### config.mk
export PLATFORM = sky130hd
export DESIGN_NAME = tmlr_queue
export DESIGN_NICKNAME = d
export VERILOG_FILES = /design/src/rtl/tmlr_pkg.sv /design/src/rtl/tmlr_queue.sv
export SDC_FILE = /design/constraint.sdc
export NUM_CORES = 1
export LEC_CHECK = 0
export BUFFER_PORTS_ARGS = -buffer_cell sky130_fd_sc_hd__buf_4
export CAP_MARGIN = 0
export CELL_PAD_IN_SITES_DETAIL_PLACEMENT = 0
export CELL_PAD_IN_SITES_GLOBAL_PLACEMENT = 1
export CORE_MARGIN = 2
export CORE_UTILIZATION = 49
export DETAILED_ROUTE_END_ITERATION = 8
export PLACE_DENSITY = 0.88
export SYNTH_ARGS = -nofsm -noshare
export SYNTH_HDL_FRONTEND = slang
export SYNTH_SLANG_ARGS = --single-unit
export TNS_END_PERCENT = 50
### constraint.sdc
create_clock -name clk_i -period 2.25 [get_ports clk_i]
set_input_delay 0.1125 -clock clk_i [delete_from_list [all_inputs] [get_ports clk_i]]
set_output_delay 0.1125 -clock clk_i [all_outputs]
set_load 0.02 [all_outputs]
### src/rtl/tmlr_pkg.sv
// ----------------------------------------------------------------------------
// tmlr_pkg: shared types and constants of the text-mode line renderer
// Store geometry, function codes and the command word that passes from the
// front end through the command queue to the back end.
// ----------------------------------------------------------------------------
package tmlr_pkg;

  // screen geometry in character cells
  localparam int COLUMNS = 40;
  localparam int ROWS    = 24;
  localparam int CELLS   = COLUMNS * ROWS;
  localparam int LINES   = ROWS * 8;

  // store address widths
  localparam int TXT_AW     = (CELLS > 1) ? $clog2(CELLS) : 1;
  localparam int FONT_DEPTH = 2048;
  localparam int FONT_AW    = 11;
  localparam int COL_W      = $clog2(COLUMNS + 1);

  // reset value of the top line register
  localparam logic [7:0] TOP_LINE_RST = 8'd20;

  // depth of the command queue and of the result buffer
  localparam int QDEPTH = 4;
  localparam int QPTR_W = 2;
  localparam int QCNT_W = 3;

  // function codes of an input transaction
  localparam logic [1:0] FUNC_CHAR = 2'd0;
  localparam logic [1:0] FUNC_FONT = 2'd1;
  localparam logic [1:0] FUNC_LINE = 2'd2;

  typedef enum logic [1:0] {
    CMD_CHAR,
    CMD_FONT,
    CMD_LINE
  } cmd_kind_e;

  // addr: cell index, font byte index or first cell of the text row
  typedef struct packed {
    cmd_kind_e           kind;
    logic [FONT_AW-1:0]  addr;
    logic [7:0]          data;
    logic [2:0]          glyph;
  } cmd_t;

endpackage

### src/rtl/tmlr_queue.sv
// ----------------------------------------------------------------------------
// tmlr_queue: command queue
// Short FIFO of commands between the front end and the back end so that
// each side stalls on its own.
// ----------------------------------------------------------------------------
module tmlr_queue (
  input  logic                 clk_i,
  input  logic                 rst_ni,
  input  logic                 push_i,
  input  tmlr_pkg::cmd_t       cmd_i,
  output logic                 full_o,
  input  logic                 pop_i,
  output logic                 valid_o,
  output tmlr_pkg::cmd_t       cmd_o
);

  tmlr_pkg::cmd_t                  entry_q [tmlr_pkg::QDEPTH];
  logic [tmlr_pkg::QPTR_W-1:0]     wr_ptr_q;
  logic [tmlr_pkg::QPTR_W-1:0]     rd_ptr_q;
  logic [tmlr_pkg::QCNT_W-1:0]     cnt_q;

  assign full_o  = (cnt_q == tmlr_pkg::QCNT_W'(tmlr_pkg::QDEPTH));
  assign valid_o = (cnt_q != '0);
  assign cmd_o   = entry_q[rd_ptr_q];

  // storage
  always_ff @(posedge clk_i) begin
    if (push_i) begin
      entry_q[wr_ptr_q] <= cmd_i;
    end
  end

  // pointers and fill level
  always_ff @(posedge clk_i or negedge rst_ni) begin
    if (!rst_ni) begin
      wr_ptr_q <= '0;
      rd_ptr_q <= '0;
      cnt_q    <= '0;
    end else begin
      if (push_i) begin
        wr_ptr_q <= wr_ptr_q + 1'b1;
      end
      if (pop_i) begin
        rd_ptr_q <= rd_ptr_q + 1'b1;
      end
      if (push_i && !pop_i) begin
        cnt_q <= cnt_q + 1'b1;
      end else if (pop_i && !push_i) begin
        cnt_q <= cnt_q - 1'b1;
      end
    end
  end

endmodule

==> metrics.txt <==
wire length of the first global-routing pass 9980 µm; async set-reset flop share out of synthesis 6.80%; Post-DP Area 0.00442 mm²; cells after synthesis 160; worst-path fanout max 14; # DRC 0; Psw 0.00181 W; Reg power frac 46.2%; gpl congestion 0.702; sw frac 30.9%; TritonCTS buffer count 9; Max VDD drop 0.541 mV; Comb power frac 35.4%; Yosys top cell area share 73.8%; EDFF count, synth 96; GRT overflow 0; yosys warns 0; Final WS setup 142 ps; Final #Nets 287; latest clock arrival within the worst-skew pair 350 ps; site row count 32; final setup vio count 0; detail-routed via count per cell 5.15; Yosys reg bits 103; WL final 6470 µm; wire length on met3 346 µm; core area 0.00773 mm²; period utilization 93.7%; outcome completed; actual slew at the worst max-slew pin 403 ps; share of cells above drive strength 1 36.8%; root buf cell clkbuf_8; Vias 1853; sequential fraction of the synthesis area 78.3%; Hold/Removal Path Class input port to async pin; mapped cell area 0.00390 mm²; unrepaired setup endpoints after global routing false; Layout Skew 5.26 ps; fillers 544; met2 WL post-DR 3430 µm; CTS H-tree lvls 3; M1 WL 2600 µm; HPWL Detailed 4130 µm; total power divided by cell area 1200 mW/mm²; Crit Path Category register to output pin; Initial DRC Count 93; Clock Tree Buf Depth 2; clk sinks 103; post-synth top area cell edfxtp_1; wire per inst 18.0 µm; maxcap violations 0; final setup TNS 0 ps; Static Leak 1.75 nW; worst rel slew slack 73.1%; area occupied by multi-input gates 764 µm²; CP Data Arrival Time 2000 ps; Top-Level Pins 54; syn avg cell area 24.4 µm²; largest net degree at the start of global routing 25; internal power 0.00404 W; critical path data required time 2140 ps; fmax 474 MHz; Die X 93.3 µm; fin area 0.00488 mm²; Pins Over Slew Limit 0; CTS tree done; Critical Path Source Type register; ANT nets after route 0; GRT Total Usage 16.0%; CTS clock-pin slew for the worst setup and hold paths 80 ps; diode count 0; main area contributors after synthesis edfxtp_1 74%, mux4_2 10%, dfrtp_1 4.5%; dpl ws 481 ps; endpoints failing hold 0; Initial Util 50.5%; clock power share 18.4%; vias in the first global route 1999; initial antenna violation count 0; DIE HEIGHT 93.3 µm; uppermost layer routed met4; drt pass-1 iters 4; area grow syn2layout 25.1%; dominant cell by count in the synthesized netlist edfxtp_1; Yosys cell types 19; quantity of I/O buffers inserted on ports 53; Post-synth top cells 96 x edfxtp_1, 18 x mux4_2, 7 x dfrtp_1; syn nets 194; register area 0.00306 mm²; Main synth FF type edfxtp_1; die area 0.00870 mm²; CP Capture Type output pin; fin crit period 2110 ps
-- kinds of logic after synthesis --
group,after synthesis,synth area share [%]
flip-flops,103,78.3
multiplexers,25,14.7
buffers and inverters,10,2.08
AND/OR/NAND/NOR,9,1.28
XOR/XNOR,6,1.35
adder cells (fa/ha/maj),6,2.12
AO/OA/AOI/OAI,1,0.128
-- layout by cell type (no fill, tap or decap), drive strengths merged --
cell type	Yosys	routed
fa	1	1
mux2	1	1
inv	4	5
nor2	1	1
clkinv	0	3
and2	4	4
edfxtp	96	96
dlygate4sd3	0	27
buf	6	61
bufinv	0	1
clkbuf	0	10
xnor2	2	2
o21ai	1	1
mux4	24	24
dfrtp	7	7
xor2	4	4
or3	1	1
clkinvlp	0	1
nor3b	1	1
ha	5	5
nand2	2	2
-- critical path: stages, from the launching register on --
cell and delay, ps:
dfrtp_2 630, buf_4 270, mux4_1 570, buf_4 180
-- through the flow --
step	util (%)	instances	hold slack, ps	total power, W
4_1_cts	63.2	360	89.2	0.00593
6_report	63.2	360	102	0.00586
3_3_place_gp	57.3	317	-68.0	0.00476
2_1_floorplan	-	160	-183	0.00409
3_5_place_dp	57.3	317	-65.5	0.00483
5_1_grt	63.2	360	102	0.00612
-- registers in the layout (all words and copies together), names as in the netlist --
signal	cells
cnt_q	3
rd_ptr_q	2
wr_ptr_q	2
entry_q	96
-- routing by layer --
metal  up-vias  track usage (%)
li1        843                -
met1       943             18.7
met3        10             3.71
met5         -                0
met2        57             28.2
met4         0             7.23
-- cell type report --
| class | instances | area share [%] |
|---|---|---|
| well taps | 102 | 2.61 |
| inverters | 4 | 0.308 |
| clock inverters | 6 | 1.23 |
| repair buffers | 88 | 14.9 |
| clock buffers | 10 | 2.61 |
| multi-input cells | 47 | 15.7 |
| flip-flops and latches | 103 | 62.7 |
-- power by group through the flow --
| stage | combinational [W] | clock (W) | sequential [W] |
|---|---|---|---|
| after floorplan | 0.00144 | 0 | 0.00264 |
| after global placement | 0.00204 | 0 | 0.00272 |
| final | 0.00208 | 0.00108 | 0.00270 |
| after detailed placement | 0.00207 | 0 | 0.00276 |
| after global routing | 0.00220 | 0.00118 | 0.00275 |
| after CTS | 0.00211 | 0.00111 | 0.00271 |
-- path summary, 6_finish.rpt --
kind                       depth (start not counted)             end         from  slack (ps)
setup reg to reg                                   4  entry_q[0][16]  wr_ptr_q[0]         780
max in group asynchronous                          2     rd_ptr_q[0]       rst_ni        2010
hold reg to reg                                    1        cnt_q[2]     cnt_q[2]         500
setup / recovery                                   3       cmd_o[23]  rd_ptr_q[0]         140
hold / removal                                     2        cnt_q[2]       rst_ni         100
min in group clk_i                                 1        cnt_q[2]     cnt_q[2]         500
-- what timing repair did --
item	CTS	global route
setup buffers	0	0
resized for setup	0	0
endpoints found under the hold margin	106	0
hold buffers	27	0
(Power assumes the default switching activity.)
