--- config.mk ---
export PLATFORM = sky130hd
export DESIGN_NAME = tmlr_front_flat
export DESIGN_NICKNAME = d
export VERILOG_FILES = /design/src/rtl/tmlr_pkg.sv /design/src/rtl/tmlr_if.sv /design/src/rtl/tmlr_front.sv /design/src/flat_wrapper.sv
export SDC_FILE = /design/constraint.sdc
export NUM_CORES = 1
export LEC_CHECK = 0
export BUFFER_PORTS_ARGS = -buffer_cell sky130_fd_sc_hd__buf_2
export CORE_ASPECT_RATIO = 1.5
export CORE_UTILIZATION = 45
export DETAILED_ROUTE_END_ITERATION = 7
export HOLD_SLACK_MARGIN = 0.02
export PLACE_DENSITY = 0.95
export SYNTH_ARGS = -nofsm -noshare
export SYNTH_HDL_FRONTEND = slang
export SYNTH_SLANG_ARGS = --single-unit
export TNS_END_PERCENT = 10
--- constraint.sdc ---
create_clock -name clk_i -period 11.8 [get_ports clk_i]
set_input_delay 2.36 -clock clk_i [delete_from_list [all_inputs] [get_ports clk_i]]
set_output_delay 2.36 -clock clk_i [all_outputs]
set_load 0.01 [all_outputs]
--- src/rtl/tmlr_pkg.sv ---
// ----------------------------------------------------------------------------
// tmlr_pkg: shared types and constants of the text-mode line renderer
// Store geometry, function codes and the command word that passes from the
// front end through the command queue to the back end.
// ----------------------------------------------------------------------------
package tmlr_pkg;

  // screen geometry in character cells
  localparam int COLUMNS = 40;
  localparam int ROWS    = 24;
  localparam int CELLS   = COLUMNS * ROWS;
  localparam int LINES   = ROWS * 8;

  // store address widths
  localparam int TXT_AW     = (CELLS > 1) ? $clog2(CELLS) : 1;
  localparam int FONT_DEPTH = 2048;
  localparam int FONT_AW    = 11;
  localparam int COL_W      = $clog2(COLUMNS + 1);

  // reset value of the top line register
  localparam logic [7:0] TOP_LINE_RST = 8'd20;

  // depth of the command queue and of the result buffer
  localparam int QDEPTH = 4;
  localparam int QPTR_W = 2;
  localparam int QCNT_W = 3;

  // function codes of an input transaction
  localparam logic [1:0] FUNC_CHAR = 2'd0;
  localparam logic [1:0] FUNC_FONT = 2'd1;
  localparam logic [1:0] FUNC_LINE = 2'd2;

  typedef enum logic [1:0] {
    CMD_CHAR,
    CMD_FONT,
    CMD_LINE
  } cmd_kind_e;

  // addr: cell index, font byte index or first cell of the text row
  typedef struct packed {
    cmd_kind_e           kind;
    logic [FONT_AW-1:0]  addr;
    logic [7:0]          data;
    logic [2:0]          glyph;
  } cmd_t;

endpackage

--- src/rtl/tmlr_if.sv ---
// ----------------------------------------------------------------------------
// tmlr_if: channel interfaces of the text-mode line renderer
// Input item channel, result channel and configuration write channel, each
// with valid/ready handshake.
// ----------------------------------------------------------------------------
interface tmlr_item_if;
  logic        valid;
  logic        ready;
  logic [1:0]  func;
  logic [10:0] address;
  logic [7:0]  data;
  logic [7:0]  line;

  modport source (output valid, output func, output address, output data,
                  output line, input ready);
  modport sink   (input valid, input func, input address, input data,
                  input line, output ready);
endinterface


interface tmlr_cfg_if;
  logic       valid;
  logic       ready;
  logic [7:0] data;

  modport source (output valid, output data, input ready);
  modport sink   (input valid, input data, output ready);
endinterface

--- src/rtl/tmlr_front.sv ---
// ----------------------------------------------------------------------------
// tmlr_front: input front end
// Holds the top line register, accepts input transactions and turns them
// into commands; out-of-range writes, invisible lines and unused function codes are dropped here.
// ----------------------------------------------------------------------------
module tmlr_front (
  input  logic                 clk_i,
  input  logic                 rst_ni,
  tmlr_item_if.sink            item_i,
  tmlr_cfg_if.sink             cfg_i,
  input  logic                 init_done_i,
  input  logic                 q_full_i,
  output logic                 q_push_o,
  output tmlr_pkg::cmd_t       q_cmd_o
);

  logic [7:0] top_line_q;
  logic [8:0] line_ofs;
  logic [4:0] row;
  logic       keep;

  // configuration register, always writable
  assign cfg_i.ready = 1'b1;

  always_ff @(posedge clk_i or negedge rst_ni) begin
    if (!rst_ni) begin
      top_line_q <= tmlr_pkg::TOP_LINE_RST;
    end else if (cfg_i.valid) begin
      top_line_q <= cfg_i.data;
    end
  end

  // position of the scan line within the window
  assign line_ofs = {1'b0, item_i.line} - {1'b0, top_line_q};
  assign row      = line_ofs[7:3];

  // classify the transaction
  always_comb begin
    keep            = 1'b0;
    q_cmd_o.kind    = tmlr_pkg::CMD_CHAR;
    q_cmd_o.addr    = item_i.address;
    q_cmd_o.data    = item_i.data;
    q_cmd_o.glyph   = line_ofs[2:0];
    unique case (item_i.func)
      tmlr_pkg::FUNC_CHAR: begin
        keep = ({1'b0, item_i.address} < 12'(tmlr_pkg::CELLS));
      end
      tmlr_pkg::FUNC_FONT: begin
        keep         = 1'b1;
        q_cmd_o.kind = tmlr_pkg::CMD_FONT;
      end
      tmlr_pkg::FUNC_LINE: begin
        keep         = !line_ofs[8] && (line_ofs < 9'(tmlr_pkg::LINES));
        q_cmd_o.kind = tmlr_pkg::CMD_LINE;
        q_cmd_o.addr = tmlr_pkg::FONT_AW'(tmlr_pkg::TXT_AW'(row * tmlr_pkg::COLUMNS));
      end
      default: begin
        keep = 1'b0;
      end
    endcase
  end

  // input handshake
  assign item_i.ready = init_done_i && !q_full_i;
  assign q_push_o     = item_i.valid && item_i.ready && keep;

endmodule

--- src/flat_wrapper.sv ---
// flat-port wrapper written by rule: the top's interface ports become plain ports
module tmlr_front_flat 
  (clk_i, rst_ni, init_done_i, q_full_i, q_push_o, q_cmd_o, item_i_valid, item_i_func, item_i_address, item_i_data, item_i_line, item_i_ready, cfg_i_valid, cfg_i_data, cfg_i_ready);
  tmlr_item_if item_i_i ();
  tmlr_cfg_if cfg_i_i ();
  input  logic clk_i;
  input  logic rst_ni;
  input  logic init_done_i;
  input  logic q_full_i;
  output logic q_push_o;
  output tmlr_pkg::cmd_t q_cmd_o;
  input wire logic [$bits(item_i_i.valid)-1:0] item_i_valid;
  input wire logic [$bits(item_i_i.func)-1:0] item_i_func;
  input wire logic [$bits(item_i_i.address)-1:0] item_i_address;
  input wire logic [$bits(item_i_i.data)-1:0] item_i_data;
  input wire logic [$bits(item_i_i.line)-1:0] item_i_line;
  output wire logic [$bits(item_i_i.ready)-1:0] item_i_ready;
  input wire logic [$bits(cfg_i_i.valid)-1:0] cfg_i_valid;
  input wire logic [$bits(cfg_i_i.data)-1:0] cfg_i_data;
  output wire logic [$bits(cfg_i_i.ready)-1:0] cfg_i_ready;
  assign item_i_i.valid = item_i_valid;
  assign item_i_i.func = item_i_func;
  assign item_i_i.address = item_i_address;
  assign item_i_i.data = item_i_data;
  assign item_i_i.line = item_i_line;
  assign item_i_ready = item_i_i.ready;
  assign cfg_i_i.valid = cfg_i_valid;
  assign cfg_i_i.data = cfg_i_data;
  assign cfg_i_ready = cfg_i_i.ready;
  tmlr_front u_core (.clk_i(clk_i), .rst_ni(rst_ni), .item_i(item_i_i), .cfg_i(cfg_i_i), .init_done_i(init_done_i), .q_full_i(q_full_i), .q_push_o(q_push_o), .q_cmd_o(q_cmd_o));
endmodule
==> metrics.yaml <==
cts_resized: 0
core.rowCount: 21
synthFlopType: "dfrtp_1"
clk_latency_ns: 0.25
synth_edf_count: 0
async_reset_ff_share_pct: 100
static-leakage-power_uw: 0.000697
seq_area_frac_synth_pct: 19.2
largest_register_ffs: 8
die_y_um: 61.3
initial_core_util_pct: 47.3
wire_per_inst_um: 11.2
port_buffers: 52
regMostFlops: "u_core.top_line_q"
grt_overflow: 0
start_kind: "input pin"
ant_nets: 0
h-tree-depth: 1
min_from: "u_core.top_line_q[2]"
reg2regPathDepth: 2
synthTopCellsByCount: "ha_1, inv_1, nand2_1"
p_switching_uw: 56.0
whs_endpoint: "u_core.top_line_q[2]"
fin_skew_ns: 0
grt_pass1_vias: 927
whs_path_depth: 2
final-hold-violation-count: 0
hold_buffers: 0
ios: 70
worst_path_largest_cell_delay_ns: 0.41
cp.required_ns: 9.44
reg2reg_from: "u_core.top_line_q[4]"
min_path_type: "flip-flop to flip-flop"
power_frac_comb_pct: 62.5
drive_gt1_share_pct: 43.0
synth_cells: 120
grt_max_degree: 16
syn-num-nets: 179
reg2reg_slack_ns: 11.00
die_x_um: 41.6
synth_cell_types: 37
swShare_pct: 39.4
finalCritPeriodShare_pct: 63.9
cts_tree: "built"
powerDensity_nw_per_um2: 110
core_um2: 2230
crit_family: "adder cells"
path_cells: "buf_2 -> inv_1 -> ha_1 -> fa_1 -> nor2b_2 -> o2111ai_1 -> a21boi_1 -> nor2b_1 -> ha_1 -> ha_1 -> a21o_1 -> a21oi_1 -> nor3_1 -> o31ai_1 -> buf_2"
nets: 225
drv_cap: 0
p_int_uw: 86.2
die-area_um2: 2550
drtIter0Drc: 8
hold-worst-slack_ns: 0.517
antenna_cells: 0
fmax_ghz: 0.133
synth.most_common_cell: "ha_1"
routed_via_density: 5.37
crit_start: "item_i_line[0]"
cp_data_arrival_time_ns: 5.18
critPathMostFrequentCell: "ha_1"
pwr-share-seq_pct: 22.0
vias: 1009
syn_to_final_growth_pct: 22.7
grt_usage_pct: 18.1
fin_tns_setup_ns: 0
cp_slowest_cell: "fa_1"
drc: 0
cp_num_buf_inv: 3
cts_buffer_depth: 2
ys_seq_elements: 8
slew_violations: 0
cts.sinks: 8
cp_max_fo: 3
status: "finished clean"
ctsRootBufferMaster: "clkbuf_4"
critPathKind: "input pin to output port"
critPathCaptureType: "output port"
post_cts_buffers: 0
first_pass_iters: 4
p_clk_share_pct: 15.5
syn-mean-instance-area_um2: 8.80
ir_drop_uv: 56.7
yosysTopAreaCell: "ha_1"
synth_top_area_share_pct: 16.6
grt_pass1_wl_um: 3590
top_regs: "u_core.top_line_q: 8 flops"
wirelength_um: 2100
finalSetupViolCount: 0
grt_setup_unrepaired: "no"
r2r-end: "u_core.top_line_q[4]"
finalCriticalPeriod_ns: 7.54
synth_area_leaders: "ha_1, dfrtp_1, buf_4"
dp_hpwl_um: 1850
yosysWarnings: 0
antenna_found_initial: 0
cts_buffers: 3
synth_area_um2: 1060
clk_pin_slew_ns: 0.05
gp_congestion: 0.793
-- power groups by stage --
stage	combinational, uW	clock, uW	sequential, uW
6_report	88.8	22.1	31.3
2_1_floorplan	67.4	0	31.5
4_1_cts	89.8	23.5	31.3
5_1_grt	100	25.4	31.5
3_3_place_gp	86.7	0	31.6
3_5_place_dp	88.6	0	31.7
-- cells in the final DEF, fill, tap and decap left out, types with 2 or more instances in the layout --
cell	Yosys	final
buf_2	0	52
ha_1	14	14
inv_1	12	12
nand2_1	11	11
o21ai_0	10	10
nor2_1	6	6
dfrtp_1	6	6
xnor2_1	5	5
mux2_2	5	5
a21oi_1	4	4
and2_1	4	4
nor2b_1	3	3
clkbuf_4	0	3
nand2b_1	2	2
a21o_1	2	2
o21a_1	2	2
fa_1	2	2
dfstp_2	2	2
-- through the flow --
stage | setup WS [ns] | cell area, um2 | total power, uW | cells | utilization (%)
2_1_floorplan | 4.58 | 1060 | 98.9 | 120 | -
3_3_place_gp | 4.37 | 1270 | 118 | 184 | 56.9
3_5_place_dp | 4.27 | 1270 | 120 | 184 | 56.9
4_1_cts | 4.27 | 1300 | 145 | 188 | 58.0
5_1_grt | 4.09 | 1300 | 157 | 188 | 58.0
6_report | 4.26 | 1300 | 142 | 188 | 58.0
-- logic make-up (layout without fill, tap and decap cells) --
family	after synthesis	count (layout)	synth area share, %
mux	6	6	6.40
other cells	1	1	0.355
compound gates	30	30	22.5
simple gates	31	31	15.6
fa+ha+maj	16	16	20.4
buf+inv	23	68	11.4
xor+xnor	5	5	4.15
flops	8	8	19.2
-- metal layers --
layer	vias to the layer above	GRT usage (%)	routed length (um)
li1	499	-	-
met1	457	18.3	760
met2	45	34.4	1140
met3	8	3.23	140
met4	0	11.5	55
met5	-	0	0
-- worst max-delay path by stage --
stage | cells past startpoint | slack (ns) | endpoint
3_5_place_dp | 15 | 4.27 | q_cmd_o[20]
2_1_floorplan | 12 | 4.58 | q_cmd_o[19]
4_1_cts | 15 | 4.27 | q_cmd_o[20]
6_report | 15 | 4.26 | q_cmd_o[20]
3_3_place_gp | 13 | 4.37 | q_cmd_o[18]
5_1_grt | 15 | 4.09 | q_cmd_o[20]
-- worst reg2reg max path, delay by kind of cell (launching register included) --
kind	cells	cell delay, ns
flops	1	0.51
buf+inv	1	0.06
compound gates	1	0.16
-- cell type report --
type | instances | area (um2)
Multi-Input combinational cell | 89 | 733
Tap cell | 23 | 28.8
Inverter | 12 | 45.0
Sequential cell | 8 | 203
Timing Repair Buffer | 52 | 260
Fill cell | 195 | 937
Clock buffer | 4 | 26.3
Note: power is estimated with default switching activity, not from simulation.
